**src/rtl/smh_pkg.sv**
```systemverilog
// Shared types, codes and constants for the stepper motion homing controller.
// Used by smh_step and by the top level; it depends on nothing else.
package smh_pkg;

	// Number of slot positions on the carousel. A slot index above the last
	// slot is clamped to the last one.
	localparam int SLOT_COUNT = 8;
	localparam logic [3:0] SLOT_LAST = 4'(SLOT_COUNT - 1);

	// Function codes carried by the func field of an input transaction.
	localparam logic [2:0] FUNC_TICK   = 3'd0;
	localparam logic [2:0] FUNC_MOVE   = 3'd1;
	localparam logic [2:0] FUNC_SLOT   = 3'd2;
	localparam logic [2:0] FUNC_STALL  = 3'd3;
	localparam logic [2:0] FUNC_SEARCH = 3'd4;

	// Move modes for a relative move.
	localparam logic [1:0] MOVE_NORMAL = 2'd0;
	localparam logic [1:0] MOVE_SEARCH = 2'd1;
	localparam logic [1:0] MOVE_CROSS  = 2'd2;

	// Configuration register indexes.
	localparam logic [2:0] CFG_COIL_0    = 3'd0;
	localparam logic [2:0] CFG_COIL_1    = 3'd1;
	localparam logic [2:0] CFG_COIL_2    = 3'd2;
	localparam logic [2:0] CFG_COIL_3    = 3'd3;
	localparam logic [2:0] CFG_SLOT_STEP = 3'd4;
	localparam logic [2:0] CFG_MIN_LOW   = 3'd5;

	typedef enum logic [1:0] {
		RUN_IDLE   = 2'd0,
		RUN_NORMAL = 2'd1,
		RUN_SEARCH = 2'd2,
		RUN_CROSS  = 2'd3
	} run_mode_t;

	typedef struct packed {
		logic [3:0][7:0] coil_pattern;
		logic [11:0]     steps_per_slot;
		logic [11:0]     min_low_ticks;
	} cfg_t;

	typedef struct packed {
		run_mode_t   run_mode;
		logic        direction_neg;
		logic [15:0] target_steps;
		logic [15:0] step_counter;
		logic [15:0] abs_position;
		logic [1:0]  phase_index;
		logic [15:0] low_tick_count;
		logic        homed_flag;
		logic        error_flag;
		logic [7:0]  coil_register;
	} state_t;

endpackage

```
**src/rtl/smh_step.sv**
```systemverilog
// Next-state logic of the stepper controller: applies one command or tick
// to the current state. Purely combinational; depends on smh_pkg.
module smh_step (
	input  smh_pkg::state_t st,
	input  smh_pkg::cfg_t   cfg,
	input  logic [2:0]      func,
	input  logic [15:0]     step_count,
	input  logic [1:0]      move_mode,
	input  logic [3:0]      slot_index,
	input  logic            home_sensor,
	output smh_pkg::state_t nx,
	output logic            done
);
	import smh_pkg::*;

	logic [15:0] delta;
	logic [1:0]  phase_next;
	logic [15:0] counter_next;
	logic [3:0]  slot_c;
	logic [15:0] slot_dest;
	logic [15:0] search_span;
	logic        start_en;
	logic [15:0] start_dist;
	run_mode_t   start_mode;
	logic        cross_ok;
	logic [15:0] low_next;

	assign delta        = st.direction_neg ? 16'hFFFF : 16'h0001;
	assign phase_next   = st.phase_index + (st.direction_neg ? 2'd3 : 2'd1);
	assign counter_next = st.step_counter + delta;
	assign slot_c       = (slot_index > SLOT_LAST) ? SLOT_LAST : slot_index;
	assign slot_dest    = 16'(slot_c) * 16'(cfg.steps_per_slot);
	assign search_span  = 16'(SLOT_COUNT) * 16'(cfg.steps_per_slot);
	assign low_next     = (!home_sensor && st.low_tick_count != 16'hFFFF)
		? st.low_tick_count + 16'd1 : st.low_tick_count;

	always_comb begin
		nx         = st;
		done       = 1'b0;
		start_en   = 1'b0;
		start_dist = 16'd0;
		start_mode = RUN_NORMAL;
		cross_ok   = 1'b0;

		case (func)
			FUNC_TICK: begin
				if (st.run_mode != RUN_IDLE && st.target_steps != 16'd0) begin
					nx.phase_index   = phase_next;
					nx.coil_register = cfg.coil_pattern[phase_next];
					nx.step_counter  = counter_next;
				end
				case (st.run_mode)
					RUN_NORMAL: begin
						if (st.target_steps != 16'd0) begin
							nx.abs_position = st.abs_position + delta;
							done = (counter_next == st.target_steps);
						end else begin
							done = 1'b1;
						end
					end
					RUN_SEARCH: begin
						if (st.target_steps != 16'd0) begin
							nx.abs_position = st.abs_position + delta;
							if (!home_sensor) begin
								nx.homed_flag = 1'b1;
								nx.error_flag = 1'b0;
								done = 1'b1;
							end else if (counter_next == st.target_steps) begin
								nx.homed_flag = 1'b0;
								nx.error_flag = 1'b1;
								done = 1'b1;
							end
						end
					end
					RUN_CROSS: begin
						if (st.target_steps != 16'd0) begin
							nx.low_tick_count = low_next;
							if (counter_next == st.target_steps) begin
								nx.abs_position = 16'd0;
								done = 1'b1;
							end
						end else begin
							done = 1'b1;
						end
						// The threshold is judged on the count after this tick.
						cross_ok = (nx.low_tick_count >= 16'(cfg.min_low_ticks));
						if (done) begin
							nx.homed_flag = cross_ok;
							nx.error_flag = !cross_ok;
						end
					end
					default: begin
					end
				endcase
				if (done) begin
					nx.target_steps = 16'd0;
					nx.run_mode     = RUN_IDLE;
				end
			end
			FUNC_MOVE: begin
				start_dist = step_count;
				case (move_mode)
					MOVE_NORMAL: begin
						start_en   = 1'b1;
						start_mode = RUN_NORMAL;
					end
					MOVE_SEARCH: begin
						start_en   = 1'b1;
						start_mode = RUN_SEARCH;
					end
					MOVE_CROSS: begin
						start_en   = 1'b1;
						start_mode = RUN_CROSS;
					end
					default: begin
					end
				endcase
			end
			FUNC_SLOT: begin
				start_en   = 1'b1;
				start_dist = slot_dest - st.abs_position;
				start_mode = RUN_NORMAL;
			end
			FUNC_STALL: begin
				nx.target_steps = 16'd0;
				nx.run_mode     = RUN_IDLE;
			end
			FUNC_SEARCH: begin
				start_en   = 1'b1;
				start_dist = search_span;
				start_mode = RUN_SEARCH;
			end
			default: begin
			end
		endcase

		if (start_en) begin
			if (start_dist != 16'd0) begin
				nx.direction_neg = start_dist[15];
				nx.target_steps  = start_dist;
				nx.step_counter  = 16'd0;
				if (start_mode == RUN_CROSS) begin
					nx.low_tick_count = 16'd0;
				end
				nx.run_mode = start_mode;
			end else begin
				nx.run_mode = RUN_IDLE;
			end
		end
	end

endmodule

```
**src/rtl/stepper_motion_homing_controller_unit.sv**
```systemverilog
// Top level of the four-phase wave-drive stepper controller with homing.
// A transaction taken at the input passes through the input register and then
// the result register; throughput is one per cycle while the result side does not stall.
// The controller state updates as an item moves into the result register.
// arst_n clears all control state and loads the documented register defaults.
// Depends on smh_pkg and smh_step.
module stepper_motion_homing_controller_unit (
	input  logic        clk,
	input  logic        arst_n,
	// Input channel.
	input  logic        in_valid,
	output logic        in_ready,
	input  logic [2:0]  func,
	input  logic signed [15:0] step_count,
	input  logic [1:0]  move_mode,
	input  logic [3:0]  slot_index,
	input  logic        home_sensor,
	// Result channel.
	output logic        out_valid,
	input  logic        out_ready,
	output logic [7:0]  coil_drive,
	output logic        is_idle,
	output logic signed [15:0] position,
	output logic        homed,
	output logic        home_error,
	output logic        move_done,
	// Configuration write channel.
	input  logic        cfg_valid,
	output logic        cfg_ready,
	input  logic [2:0]  cfg_index,
	input  logic [11:0] cfg_data
);
	import smh_pkg::*;

	// Input register stage. The payload carries no reset; only its valid bit
	// is control state.
	logic        valid_s1;
	logic [2:0]  func_s1;
	logic [15:0] step_count_s1;
	logic [1:0]  move_mode_s1;
	logic [3:0]  slot_index_s1;
	logic        home_sensor_s1;

	cfg_t   cfg_q;
	state_t state_q;
	state_t state_nx;
	logic   done_nx;
	logic   advance;
	logic   in_take;

	// The item in the input register moves on whenever the result register is
	// empty or its transaction completes in this cycle. The input side can
	// therefore take a new transaction in the same cycle, so a stalled result
	// costs at most the one slot it occupies.
	assign advance  = valid_s1 && (!out_valid || out_ready);
	assign in_ready = !valid_s1 || advance;
	assign in_take  = in_valid && in_ready;

	// Configuration writes are taken at any time; the user is to write them only while
	// the motor is at rest, and the block itself does not enforce this.
	assign cfg_ready = 1'b1;

	always_ff @(posedge clk or negedge arst_n) begin
		if (!arst_n) begin
			cfg_q.coil_pattern[0] <= 8'd2;
			cfg_q.coil_pattern[1] <= 8'd4;
			cfg_q.coil_pattern[2] <= 8'd1;
			cfg_q.coil_pattern[3] <= 8'd8;
			cfg_q.steps_per_slot  <= 12'd200;
			cfg_q.min_low_ticks   <= 12'd20;
		end else if (cfg_valid) begin
			case (cfg_index)
				CFG_COIL_0:    cfg_q.coil_pattern[0] <= cfg_data[7:0];
				CFG_COIL_1:    cfg_q.coil_pattern[1] <= cfg_data[7:0];
				CFG_COIL_2:    cfg_q.coil_pattern[2] <= cfg_data[7:0];
				CFG_COIL_3:    cfg_q.coil_pattern[3] <= cfg_data[7:0];
				CFG_SLOT_STEP: cfg_q.steps_per_slot  <= cfg_data;
				CFG_MIN_LOW:   cfg_q.min_low_ticks   <= cfg_data;
				default: begin
				end
			endcase
		end
	end

	always_ff @(posedge clk or negedge arst_n) begin
		if (!arst_n) begin
			valid_s1 <= 1'b0;
		end else if (in_ready) begin
			valid_s1 <= in_valid;
		end
	end

	always_ff @(posedge clk) begin
		if (in_take) begin
			func_s1        <= func;
			step_count_s1  <= step_count;
			move_mode_s1   <= move_mode;
			slot_index_s1  <= slot_index;
			home_sensor_s1 <= home_sensor;
		end
	end

	// One command or tick is applied to the controller state here.
	smh_step u_step (
		.st          (state_q),
		.cfg         (cfg_q),
		.func        (func_s1),
		.step_count  (step_count_s1),
		.move_mode   (move_mode_s1),
		.slot_index  (slot_index_s1),
		.home_sensor (home_sensor_s1),
		.nx          (state_nx),
		.done        (done_nx)
	);

	// Controller state. The phase index starts at the last phase so that the
	// first step lands on phase zero when moving forward.
	always_ff @(posedge clk or negedge arst_n) begin
		if (!arst_n) begin
			state_q.run_mode       <= RUN_IDLE;
			state_q.direction_neg  <= 1'b0;
			state_q.target_steps   <= 16'd0;
			state_q.step_counter   <= 16'd0;
			state_q.abs_position   <= 16'd0;
			state_q.phase_index    <= 2'd3;
			state_q.low_tick_count <= 16'd0;
			state_q.homed_flag     <= 1'b0;
			state_q.error_flag     <= 1'b0;
			state_q.coil_register  <= 8'd0;
		end else if (advance) begin
			state_q <= state_nx;
		end
	end

	// Result register. Each item yields exactly one result, which reports the
	// state as it stands after the item was applied.
	always_ff @(posedge clk or negedge arst_n) begin
		if (!arst_n) begin
			out_valid <= 1'b0;
		end else if (advance) begin
			out_valid <= 1'b1;
		end else if (out_ready) begin
			out_valid <= 1'b0;
		end
	end

	always_ff @(posedge clk) begin
		if (advance) begin
			coil_drive <= state_nx.coil_register;
			is_idle    <= (state_nx.run_mode == RUN_IDLE);
			position   <= state_nx.abs_position;
			homed      <= state_nx.homed_flag;
			home_error <= state_nx.error_flag;
			move_done  <= done_nx;
		end
	end

endmodule

```
**config.mk**
```make
export PLATFORM = sky130hd
export DESIGN_NAME = stepper_motion_homing_controller_unit
export DESIGN_NICKNAME = d
export VERILOG_FILES = /design/src/rtl/smh_pkg.sv /design/src/rtl/smh_step.sv /design/src/rtl/stepper_motion_homing_controller_unit.sv
export SDC_FILE = /design/constraint.sdc
export NUM_CORES = 1
export LEC_CHECK = 0
export BUFFER_PORTS_ARGS = -buffer_cell sky130_fd_sc_hd__buf_2
export CAP_MARGIN = 10
export CORE_MARGIN = 1.5
export CORE_UTILIZATION = 54
export DETAILED_ROUTE_END_ITERATION = 7
export GPL_TIMING_DRIVEN = 0
export PLACE_DENSITY_LB_ADDON = 0.3
export SLEW_MARGIN = 10
export SYNTH_ARGS = -nofsm -noshare
export SYNTH_HDL_FRONTEND = slang
export SYNTH_SLANG_ARGS = --single-unit
```
**constraint.sdc**
```tcl
create_clock -name clk -period 5 [get_ports clk]
set_clock_uncertainty 0.1 [all_clocks]
set_input_delay 0.25 -clock clk [delete_from_list [all_inputs] [get_ports clk]]
set_output_delay 0.25 -clock clk [all_outputs]
set_load 0.005 [all_outputs]
```
# After elaboration in Yosys (flattened, before gate mapping)
# Cells that the tools add are included.
[totals]
register_bits = 191
inputBits = 46
out_inout_bits = 31
wordCells = 133
[op_classes]
add_sub_neg = 5
multipliers = 1
magnitude_cmp = 3
eq_ne = 17
mux = 49
n_reduce_logical = 29
[ops]
columns = ["operator", "n"]
rows = [
  ["16-bit 2-to-1 mux", 14],
  ["16-bit case mux with 2 select lines", 2],
  ["60-bit 2-to-1 mux", 1],
  ["16-bit case mux with 3 select lines", 1],
  ["35-bit 2-to-1 mux", 1],
  ["33-bit 2-to-1 mux", 1],
  ["16-bit adder", 2],
  ["16-bit nonzero test", 2],
  ["16-bit by 1-bit adder with 16-bit output (second input constant)", 1],
  ["8-bit binary-select mux with 2-bit select", 1],
  ["16-bit equality test", 1],
  ["16-bit by 12-bit >= comparator with 1-bit output", 1],
  ["4-bit by 12-bit multiplier with 16-bit output", 1],
  ["2-bit 2-to-1 mux", 8],
  ["8-bit 2-to-1 mux", 2],
  ["16-bit inequality test (second input constant)", 1],
  ["2-bit case mux with 2 select lines", 4],
  ["16-bit subtractor", 1],
  ["3-bit by 2-bit equality test with 1-bit output (second input constant)", 4],
  ["2-bit AND reduction", 6],
  ["1-bit 2-to-1 mux", 11],
  ["3-bit equality test (second input constant)", 3],
  ["2-bit equality test (second input constant)", 4],
  ["3-bit by 1-bit equality test with 1-bit output (second input constant)", 2],
  ["16 further kinds", 29],
]

# Longest topological paths before layout
# Gate-level depths: netlist (run 1).
[depth]
ltp_word = 14
ltp_mapped = 20
depth_no_buf = 18

# Cells and area by module
# From an unflattened synthesis (run 1), not the netlist that was laid out.
[hier_totals]
hier_cells = 1246
area_unflattened_um2 = 13178.9
[by_module_without_submodules]
columns = ["module", "n_inst", "cells_each", "area_per_inst_um2", "seq_area_each_um2"]
rows = [
  ["stepper_motion_homing_controller_unit", 1, 355, 6776.5, 5063.6],
  ["smh_step", 1, 891, 6402.4, 0.0],
]

# Least setup slack after synthesis (run 1)
# Ideal clock, no wire load.
[synth_timing]
path_kind = "reg2reg"
start = "reg slot_index_s1[3]"
end = "reg state_q[72] (netlist bit)"
setup_time_ns = 0.078
t_arrival_ns = 4.957
required_ns = 4.822
slack_ns = -0.135
stages_incl_launch_ff = 21
n_path_buf = 2
synth_period_minus_slack_ns = 5.135
path_cell_list = "edfxtp_1 -> nor2_1 -> nor2b_1 -> fa_1 -> fa_1 -> inv_1 -> fa_1 -> inv_1 -> ha_1 -> buf_4 -> a21oi_1 -> o21ai_1 -> a211o_1 -> nor4b_1 -> or3_1 -> nor4_2 -> nand4_1 -> nand2_1 -> a41o_4 -> buf_6 -> o2bb2ai_1"
[synth_via]
elab_chain_len = 8
[synth_rtl]
columns = ["item", "line_no", "text"]
rows = [
  ["start: declaration", "stepper_motion_homing_controller_unit.sv:41", "logic [3:0] slot_index_s1;"],
  ["start signal: assignment", "stepper_motion_homing_controller_unit.sv:98", "slot_index_s1 <= slot_index;"],
  ["4-bit by 3-bit greater-than comparator with 1-bit output", "smh_step.sv:31", "assign slot_c = (slot_index > SLOT_LAST) ? SLOT_LAST : slot_index;"],
  ["4-bit 2-to-1 mux *", "smh_step.sv:31", ""],
  ["4-bit by 12-bit multiplier with 16-bit output *", "smh_step.sv:32", "assign slot_dest = 16'(slot_c) * 16'(cfg.steps_per_slot);"],
  ["16-bit subtractor *", "smh_step.sv:121", "start_dist = slot_dest - st.abs_position;"],
  ["16-bit case mux with 3 select lines *", "smh_step.sv:45", "case (func)"],
  ["16-bit nonzero test", "smh_step.sv:138", "if (start_dist != 16'd0) begin"],
  ["33-bit 2-to-1 mux *", "smh_step.sv:138", ""],
  ["35-bit 2-to-1 mux *", "smh_step.sv:137", "if (start_en) begin"],
  ["end signal: assignment", "stepper_motion_homing_controller_unit.sv:131", "state_q <= state_nx;"],
  ["end: declaration", "stepper_motion_homing_controller_unit.sv:45", "state_t state_q;"],
]
# Mark *: on every way between the ends. The rest lies on a longest branch, timed or not.
# A chain may end at the register's enable or synchronous reset.

# Worst setup path in the final report (run 1)
[layout_timing]
start = "reg slot_index_s1[3]"
end = "reg state_q[46] (netlist bit)"
[layout_via]
elab_chain_len = 8
[layout_rtl]
columns = ["item", "line_no"]
rows = [
  ["4-bit by 3-bit greater-than comparator with 1-bit output", "smh_step.sv:31"],
  ["4-bit 2-to-1 mux *", "smh_step.sv:31"],
  ["4-bit by 12-bit multiplier with 16-bit output *", "smh_step.sv:32"],
  ["16-bit subtractor *", "smh_step.sv:121"],
  ["16-bit case mux with 3 select lines *", "smh_step.sv:45"],
  ["16-bit nonzero test *", "smh_step.sv:138"],
  ["33-bit 2-to-1 mux *", "smh_step.sv:138"],
  ["35-bit 2-to-1 mux *", "smh_step.sv:137"],
]
# Marked as above.

==> PnR_summary.wiki, run 1 <==
{| class="wikitable"
! Metric !! Value
|-
| Result of the run || finished with violations
|-
| Failing checks || setup timing
|-
| Pleak || 0.006880 uW
|-
| Leading cell types in the layout, fill and taps excluded || sky130_fd_sc_hd__nand2_1 (150), sky130_fd_sc_hd__dfrtp_1 (125), sky130_fd_sc_hd__inv_1 (94), sky130_fd_sc_hd__buf_2 (81), sky130_fd_sc_hd__nor2_1 (69)
|-
| Unrepaired setup endpoints after global routing || yes
|-
| Vias in the first global route || 10.52k
|-
| Clock network latency to the later pin of the worst-skew pair || 450 ps
|-
| Core box area || 23470 um2
|-
| Overall routing resource usage || 29.13%
|-
| Commonest non-fill, non-tap cell in the layout || sky130_fd_sc_hd__nand2_1
|-
| WL final || 34910 um
|-
| Standard-cell row count || 56
|-
| Placement Cell Area || 13840 um2
|-
| Number of antenna-violating nets in the routed design || 0
|-
| Area of all placed cells without fillers || 15710 um2
|-
| Vert. Die Dim || 157.7 um
|-
| Max-cap check violation count || 0
|-
| Root buf cell || sky130_fd_sc_hd__clkbuf_16
|-
| Number of distinct standard cells referenced by the synthesized netlist || 92
|-
| Maximum ir drop on the vdd rail || 0.0006923 V
|-
| Global-route wire length before repair || 55660 um
|-
| Vias || 10.93k
|-
| Area taken by flip-flops and latches || 5065 um2
|-
| Type of origin of the critical path || flop
|-
| Final hold violations || 0
|-
| Sum of internal, switching and leakage power || 11350 uW
|-
| Clock buffer depth || 2
|-
| Warnings, synthesis || 0
|-
| Worst setup path class || reg2reg
|-
| Final HPWL from detailed placement || 24580 um
|-
| Number of H-tree levels || 4
|-
| Final critical delay including setup and external delays || 5404 ps
|-
| Combined area of all synthesized cells || 12930 um2
|-
| Width of the die || 157.7 um
|-
| Portion of the post-synthesis area used by sequential elements || 39.16%
|-
| Endpoint type of the worst setup path || flop
|-
| Growth of design area from synthesis to finish || 21.53%
|-
| Fin cells || 1814
|-
| Overall die area || 24880 um2
|-
| Fmax || 185.1 MHz
|-
| Area of the multi-input gates || 7767 um2
|-
| Top FF cell, synth || sky130_fd_sc_hd__dfrtp_1
|-
| Share of synthesized registers carrying an async set or reset || 71.73%
|-
| Clock sink total || 191
|-
| Clock transition at the registers of the reported paths || 90 ps
|-
| Maximum number of pins on one net before global-route repair || 81
|-
| Number of buffers created by CTS || 17
|-
| Final setup slack of the worst path || -403.9 ps
|-
| Cell Count Post-Placement || 1708
|-
| Count of nets after finishing || 1634
|-
| Max-slew violation count || 0
|-
| Violation count after the first detailed-routing iteration || 1017
|-
| Avg Inst Size Synth || 9.954 um2
|-
| Worst path arrival time || 5690 ps
|-
| Power per Cell Area || 722.6 nW/um2
|-
| WP data required || 5290 ps
|-
| Synthesized flop and latch total || 191
|-
| Top-level I/O count || 77
|-
| Ratio of final minimum period to clock period || 108.1%
|-
| GPL Wtd Cong || 0.9293
|-
| Fraction of final layout cells sized beyond drive strength 1 || 23.75%
|-
| Number of vias per cell || 6.027
|-
| Starting utilization of the core area || 55.09%
|-
| Fill count || 1754
|-
| Final setup TNS || -16280 ps
|-
| Tightest Hold Check Type || in2reg
|-
| Least-Margin Pin Slew || 990.9 ps
|-
| Number of enable flip-flop cells after synthesis || 54
|-
| First-pass DRT Iterations || 5
|-
| CP max FO || 6
|-
| Final setup vio count || 51
|-
| TritonCTS clock tree || done
|-
| Tightest slew margin relative to the limit || 33.39%
|-
| Routed wirelength normalized by instance count || 19.24 um
|-
| Number of port buffers || 75
|-
| Global route overflow || 0
|-
| DRC violation count after routing || 0
|-
| Number of antenna violations at the first check in global routing || 0
|-
| Final antenna diode count || 0
|-
| Cell count after synthesis || 1299
|}
cells in the mapped netlist (5+ instances only):
| master | number | share of area, % |
|---|---|---|
| sky130_fd_sc_hd__o211ai_1 | 7 | 0.41 |
| sky130_fd_sc_hd__fa_1 | 35 | 5.4 |
| sky130_fd_sc_hd__inv_1 | 97 | 2.8 |
| sky130_fd_sc_hd__a211o_1 | 6 | 0.41 |
| sky130_fd_sc_hd__nand3_1 | 25 | 0.97 |
| sky130_fd_sc_hd__nand3b_1 | 6 | 0.35 |
| sky130_fd_sc_hd__buf_2 | 7 | 0.27 |
| sky130_fd_sc_hd__o21ai_1 | 12 | 0.46 |
| sky130_fd_sc_hd__dfrtp_1 | 126 | 24 |
| sky130_fd_sc_hd__a22o_1 | 21 | 1.4 |
| sky130_fd_sc_hd__o2bb2ai_1 | 12 | 0.81 |
| sky130_fd_sc_hd__mux2i_1 | 6 | 0.46 |
| sky130_fd_sc_hd__and3_1 | 8 | 0.39 |
| sky130_fd_sc_hd__a41oi_1 | 6 | 0.41 |
| sky130_fd_sc_hd__a31oi_1 | 18 | 0.87 |
| sky130_fd_sc_hd__edfxtp_1 | 54 | 13 |
| sky130_fd_sc_hd__mux4_2 | 8 | 1.4 |
| sky130_fd_sc_hd__nand2_1 | 162 | 4.7 |
| sky130_fd_sc_hd__nor3_1 | 19 | 0.74 |
| sky130_fd_sc_hd__and2_1 | 12 | 0.58 |
| sky130_fd_sc_hd__or3_1 | 6 | 0.29 |
| sky130_fd_sc_hd__dfstp_2 | 11 | 2.2 |
| sky130_fd_sc_hd__or2_2 | 5 | 0.24 |
| sky130_fd_sc_hd__o21ai_0 | 57 | 2.2 |
| sky130_fd_sc_hd__a21o_1 | 21 | 1.2 |
| sky130_fd_sc_hd__buf_6 | 6 | 0.52 |
| sky130_fd_sc_hd__nor2b_1 | 28 | 1.4 |
| sky130_fd_sc_hd__nand2b_1 | 12 | 0.58 |
| sky130_fd_sc_hd__a21oi_1 | 52 | 2.0 |
| sky130_fd_sc_hd__ha_1 | 71 | 6.9 |
| sky130_fd_sc_hd__nor4b_1 | 7 | 0.47 |
| sky130_fd_sc_hd__nor3b_1 | 5 | 0.29 |
| sky130_fd_sc_hd__clkbuf_1 | 34 | 0.99 |
| sky130_fd_sc_hd__a211oi_1 | 8 | 0.46 |
| sky130_fd_sc_hd__a22oi_1 | 18 | 1.0 |
| sky130_fd_sc_hd__nor4_1 | 13 | 0.63 |
| sky130_fd_sc_hd__o22ai_1 | 9 | 0.44 |
| sky130_fd_sc_hd__nor2_1 | 75 | 2.2 |
| sky130_fd_sc_hd__xnor2_1 | 40 | 2.7 |
| sky130_fd_sc_hd__mux2_2 | 57 | 5.0 |
| sky130_fd_sc_hd__nand4_1 | 12 | 0.58 |
| sky130_fd_sc_hd__xor2_1 | 17 | 1.2 |
registers in the layout (all words and copies together), names as in the netlist:
name            flops
func_s1             3
out_valid           1
cfg_q              56
move_mode_s1        2
is_idle             1
coil_drive          8
home_error          1
move_done           1
homed               1
slot_index_s1       4
valid_s1            1
position           16
step_count_s1      16
home_sensor_s1      1
state_q            79
cells by family after synthesis:
| kind of cell | count (synthesis) | synth area share (%) |
|---|---|---|
| and+or+nand+nor | 417 | 16.03 |
| AOI/OAI and AO/OA | 298 | 16.08 |
| adders and majority gates | 106 | 12.29 |
| DFF | 191 | 39.16 |
| other | 2 | 0.05808 |
| xor gates and xnor gates | 61 | 4.567 |
| muxes | 71 | 6.822 |
| buffers and inverters | 153 | 4.983 |
layout make-up:
class	count	share of cell area, %
Buffer	54	1.847
Clock buffer	17	2.707
Clock inverter	15	1.592
Inverter	97	2.317
Multi-Input combinational cell	967	49.43
Sequential cell	191	32.23
Tap cell	319	2.540
Timing Repair Buffer	154	7.333
through the flow:
step           util (%)  worst slack (ps)  hold slack, ps
5_1_grt           66.95            -570.2           24.25
4_1_cts           65.58            -303.7           14.44
6_report          66.95            -403.9           24.16
2_1_floorplan         -             29.66          -145.6
3_3_place_gp      58.59            -869.8           326.2
3_5_place_dp      58.98            -877.2           241.1
worst paths after layout:
path	from	endpoint	slack [ps]	cells past startpoint
worst min register to register	state_q[52]	state_q[52]	390	2
worst max register to register	slot_index_s1[3]	state_q[46]	-400	21
max in group asynchronous	arst_n	cfg_q[2]	3710	3
worst max-delay path	slot_index_s1[3]	state_q[46]	-400	21
worst min-delay path	cfg_data[5]	cfg_q[45]	20	2
min in group asynchronous	arst_n	cfg_q[46]	280	2
critical path: stages, from the launching register on:
cell and delay [ps]:
sky130_fd_sc_hd__edfxtp_1 510, sky130_fd_sc_hd__nor2_4 190, sky130_fd_sc_hd__buf_12 140, sky130_fd_sc_hd__nor2b_1 50, sky130_fd_sc_hd__fa_1 470, sky130_fd_sc_hd__fa_1 510, sky130_fd_sc_hd__inv_1 70, sky130_fd_sc_hd__fa_1 480
sky130_fd_sc_hd__inv_1 60, sky130_fd_sc_hd__ha_4 240, sky130_fd_sc_hd__o21ai_4 180, sky130_fd_sc_hd__a21oi_4 50, sky130_fd_sc_hd__buf_4 140, sky130_fd_sc_hd__a211o_1 290, sky130_fd_sc_hd__nor4b_1 150, sky130_fd_sc_hd__or3_1 420
sky130_fd_sc_hd__nor4_4 300, sky130_fd_sc_hd__a41oi_2 210, sky130_fd_sc_hd__buf_6 180, sky130_fd_sc_hd__o21ai_4 220, sky130_fd_sc_hd__buf_6 170, sky130_fd_sc_hd__a22o_1 160
power by group:
part           switching (uW)  internal, uW
clock                     801           728
sequential                429          2060
combinational            3980          3350
per-layer routing:
layer	up-vias	global-route usage, %	wire (um)
li1	5026	-	-
met1	5343	40.86	15140
met2	486	46.93	16520
met3	78	4.243	2513
met4	0	8.670	738
met5	-	0	0
timing repair:
action                                  CTS  global route
buffers inserted                         31            13
hold buffers                             33             0
hold endpoints to repair                107             0
cloned                                    3             0
gates resized for setup                  82            53
pin swaps                                28            38
endpoints found under the setup margin   52            53
Power figures use the tool's default switching activity.
==> inputs of run 2 (changes only) <==
==> constraint.sdc (replaced) <==
create_clock -name clk -period 6.5 [get_ports clk]
set_clock_uncertainty 0.1 [all_clocks]
set_input_delay 0.325 -clock clk [delete_from_list [all_inputs] [get_ports clk]]
set_output_delay 0.325 -clock clk [all_outputs]
set_load 0.005 [all_outputs]
==> run 2 against run 1 <==
Against the previous run:
- the flow now finishes without violations
- final cell count fell by 2.5%
- clock-buffer cell count did not move
- utilization fell by 4.0 points
- via count fell by 3.2%
- die area did not move
- critical path type unchanged
- largest cell class unchanged
- highest routed layer unchanged
==> PnR_summary.wiki, run 2 (synthesized netlist as in run 1, its figures left out) <==
{| class="wikitable"
! Metric !! Value
|-
| Final core utilization || 62.97% (was 66.95%)
|-
| Core box area || 23470 um2 (unchanged)
|-
| Final setup vio count || 0 (was 51)
|-
| Overall die area || 24880 um2 (unchanged)
|-
| Pre-CTS setup slack || 331.9 ps (was -877.2 ps)
|-
| Leading cell types in the layout, fill and taps excluded || sky130_fd_sc_hd__nand2_1 (162), sky130_fd_sc_hd__dfrtp_1 (125), sky130_fd_sc_hd__inv_1 (97), sky130_fd_sc_hd__buf_2 (81), sky130_fd_sc_hd__nor2_1 (74) (was sky130_fd_sc_hd__nand2_1 (150), sky130_fd_sc_hd__dfrtp_1 (125), sky130_fd_sc_hd__inv_1 (94), sky130_fd_sc_hd__buf_2 (81), sky130_fd_sc_hd__nor2_1 (69))
|-
| Sum of internal, switching and leakage power || 7522 uW (was 11350 uW)
|-
| Clock buffer depth || 2 (unchanged)
|-
| Slowest library cell on the worst path || sky130_fd_sc_hd__or4_1 (was sky130_fd_sc_hd__edfxtp_1)
|-
| Maximum ir drop on the vdd rail || 0.0003320 V (was 0.0006923 V)
|-
| Worst setup path class || reg2reg (unchanged)
|-
| Tightest Hold Check Type || in2reg (unchanged)
|-
| Worst flop-to-flop path endpoint || state_q[47] (was state_q[46])
|-
| Area taken by flip-flops and latches || 5065 um2 (unchanged)
|-
| Least-Margin Pin Slew || 903.4 ps (was 990.9 ps)
|-
| Vert. Die Dim || 157.7 um (unchanged)
|-
| Commonest non-fill, non-tap cell in the layout || sky130_fd_sc_hd__nand2_1 (unchanged)
|-
| Met1 wire length || 14280 um (was 15140 um)
|-
| Path depth of the worst reg2reg path || 20 (was 21)
|-
| Placement Cell Area || 13840 um2 (about the same)
|-
| Top Registers || state_q x79, cfg_q x56 (unchanged)
|-
| Topmost layer with routed signal wires || met4 (unchanged)
|-
| Global route overflow || 0 (unchanged)
|-
| Combinational cell fraction of total power || 59.2% (was 64.6%)
|-
| Area of the multi-input gates || 7279 um2 (was 7767 um2)
|-
| Ratio of final minimum period to clock period || 93.08% (was 108.1%)
|-
| Final HPWL from detailed placement || 23990 um (was 24580 um)
|-
| Delay of the slowest cell on the worst path || 580 ps (was 510 ps)
|-
| Clock network latency to the later pin of the worst-skew pair || 460 ps (was 450 ps)
|-
| Count of nets after finishing || 1588 (was 1634)
|-
| Worst path arrival time || 6300 ps (was 5690 ps)
|-
| Final setup slack of the worst path || 450.1 ps (was -403.9 ps)
|-
| CP most frequent cell || sky130_fd_sc_hd__fa_1 (unchanged)
|-
| Maximum number of pins on one net before global-route repair || 87 (was 81)
|-
| Fmax || 165.3 MHz (was 185.1 MHz)
|-
| Number of antenna-violating nets in the routed design || 0 (unchanged)
|-
| Worst-case hold path end point || cfg_q[10] (was cfg_q[45])
|-
| Start point of the worst hold path || cfg_data[10] (was cfg_data[5])
|-
| Pleak || 0.006543 uW (was 0.006880 uW)
|-
| Max FFs per register || 79 (unchanged)
|-
| WL final || 32800 um (was 34910 um)
|-
| Final hold violations || 0 (unchanged)
|-
| Number of port buffers || 75 (unchanged)
|-
| Biggest register || state_q (unchanged)
|-
| Standard-cell row count || 56 (unchanged)
|-
| Width of the die || 157.7 um (unchanged)
|-
| First-pass DRT Iterations || 5 (unchanged)
|-
| Detailed route wirelength on metal3 || 2509 um (was 2513 um)
|-
| Slack of the worst reg-to-reg path || 450 ps (was -400 ps)
|-
| Endpoint type of the worst setup path || flop (unchanged)
|-
| CP max FO || 10 (was 6)
|-
| Vias in the first global route || 10.29k (was 10.52k)
|-
| Tightest slew margin relative to the limit || 39.21% (was 33.39%)
|-
| Number of H-tree levels || 4 (unchanged)
|-
| Net switching power || 3516 uW (was 5214 uW)
|-
| GPL Wtd Cong || 0.9077 (was 0.9293)
|-
| Clock transition at the registers of the reported paths || 90 ps (about the same)
|-
| Number of instances on the worst hold path || 2 (unchanged)
|-
| Final critical delay including setup and external delays || 6050 ps (was 5404 ps)
|-
| Met2 WL || 15150 um (was 16520 um)
|-
| Setup Buffers After CTS || 0 (was 31)
|-
| Launching point of the worst reg2reg path || slot_index_s1[3] (unchanged)
|-
| Clock sink total || 191 (unchanged)
|-
| Area of all placed cells without fillers || 14780 um2 (was 15710 um2)
|-
| Critical Path Start || slot_index_s1[3] (unchanged)
|-
| Ordered cell list for the critical path || nor2_2, nor2b_1, fa_1, fa_1, inv_1, fa_1, inv_1, ha_1, buf_4, o21ai_0, a21oi_2, and2_1, o221ai_1, or4_1, nor4_2, a41oi_2, o21ai_2, buf_4, nand2_1, o31ai_1 (was nor2_4, buf_12, nor2b_1, fa_1, fa_1, inv_1, fa_1, inv_1, ha_4, o21ai_4, a21oi_4, buf_4, a211o_1, nor4b_1, or3_1, nor4_4, a41oi_2, buf_6, o21ai_4, buf_6, a22o_1)
|-
| Growth of design area from synthesis to finish || 14.31% (was 21.53%)
|-
| Unrepaired setup endpoints after global routing || no (was yes)
|-
| Top-level I/O count || 77 (unchanged)
|-
| Number of antenna violations at the first check in global routing || 0 (unchanged)
|-
| Starting utilization of the core area || 55.09% (unchanged)
|-
| Routed wirelength normalized by instance count || 18.55 um (was 19.24 um)
|-
| Sequential share of power || 25.3% (was 21.9%)
|-
| Internal cell power || 4007 uW (was 6140 uW)
|-
| WP data required || 6760 ps (was 5290 ps)
|-
| Max-cap check violation count || 0 (unchanged)
|-
| Result of the run || finished, final reports clean (was finished with violations)
|-
| Clk network pwr share || 15.5% (was 13.5%)
|-
| Fill count || 1869 (was 1754)
|-
| Final setup TNS || 0 ps (was -16280 ps)
|-
| Global-route wire length before repair || 53210 um (was 55660 um)
|-
| Max-slew violation count || 0 (unchanged)
|-
| Overall routing resource usage || 27.82% (was 29.13%)
|-
| Number of vias per cell || 5.984 (was 6.027)
|-
| Final antenna diode count || 0 (unchanged)
|-
| Fraction of final layout cells sized beyond drive strength 1 || 16.43% (was 23.75%)
|-
| Power per Cell Area || 508.9 nW/um2 (was 722.6 nW/um2)
|-
| DRC violation count after routing || 0 (unchanged)
|-
| TritonCTS clock tree || done (unchanged)
|-
| Type of origin of the critical path || flop (unchanged)
|-
| Violation count after the first detailed-routing iteration || 1101 (was 1017)
|-
| Root buf cell || sky130_fd_sc_hd__clkbuf_16 (unchanged)
|-
| Proportion of total power due to net switching || 46.74% (was 45.92%)
|-
| Vias || 10.58k (was 10.93k)
|-
| Number of buffers created by CTS || 17 (unchanged)
|}
==> run 2: per-stage QoR <==
step                      instances  hold WS, ps
after global placement         1704        358.1
after CTS                      1768        30.60
after floorplan                1310       -70.59
after detailed placement       1708        202.4
after global routing           1768        22.90
final                          1768        30.38
==> run 2: worst max path at each step <==
stage / endpoint / depth (start not counted)
after floorplan: state_q[72] / 20
after global placement: state_q[47] / 20
after detailed placement: state_q[53] / 20
after CTS: state_q[52] / 20
after global routing: state_q[53] / 19
final: state_q[47] / 20
==> run 2: metal layers <==
metal  vias up  GRT usage [%]
li1       4922              -
met4         0          9.119
met3        66          5.475
met2       446          44.34
met1      5145          38.16
met5         -              0
==> run 2: critical path: cells and delay by family, from the launching register on <==
| kind | cells | cell delay, ps |
|---|---|---|
| and+or+nand+nor | 6 | 1720 |
| AOI/OAI and AO/OA | 6 | 1330 |
| adders and majority gates | 4 | 1730 |
| buffers and inverters | 4 | 520 |
| DFF | 1 | 520 |
==> run 2: repair_timing <==
action / in CTS / in global routing
hold buffers: 28 / 0
endpoints found under the hold margin: 70 / 0
setup endpoints to repair: 0 / 5
gates resized for setup: 0 / 1
==> run 2: power groups by stage <==
stage	Clock [uW]	Sequential [uW]	Combinational, uW
after floorplan	0	1810	3410
after global placement	0	1900	4210
after detailed placement	0	1910	4320
after CTS	1170	1890	4380
after global routing	1230	1940	4950
final	1170	1900	4450
==> run 2: final cells by class <==
cell class | instances | area share, %
Clock buffer | 17 | 2.878
Clock inverter | 15 | 1.583
Multi-Input combinational cell | 966 | 49.25
Inverter | 97 | 2.463
Timing Repair Buffer | 107 | 4.952
Tap cell | 319 | 2.700
Sequential cell | 191 | 34.27
Buffer | 56 | 1.905
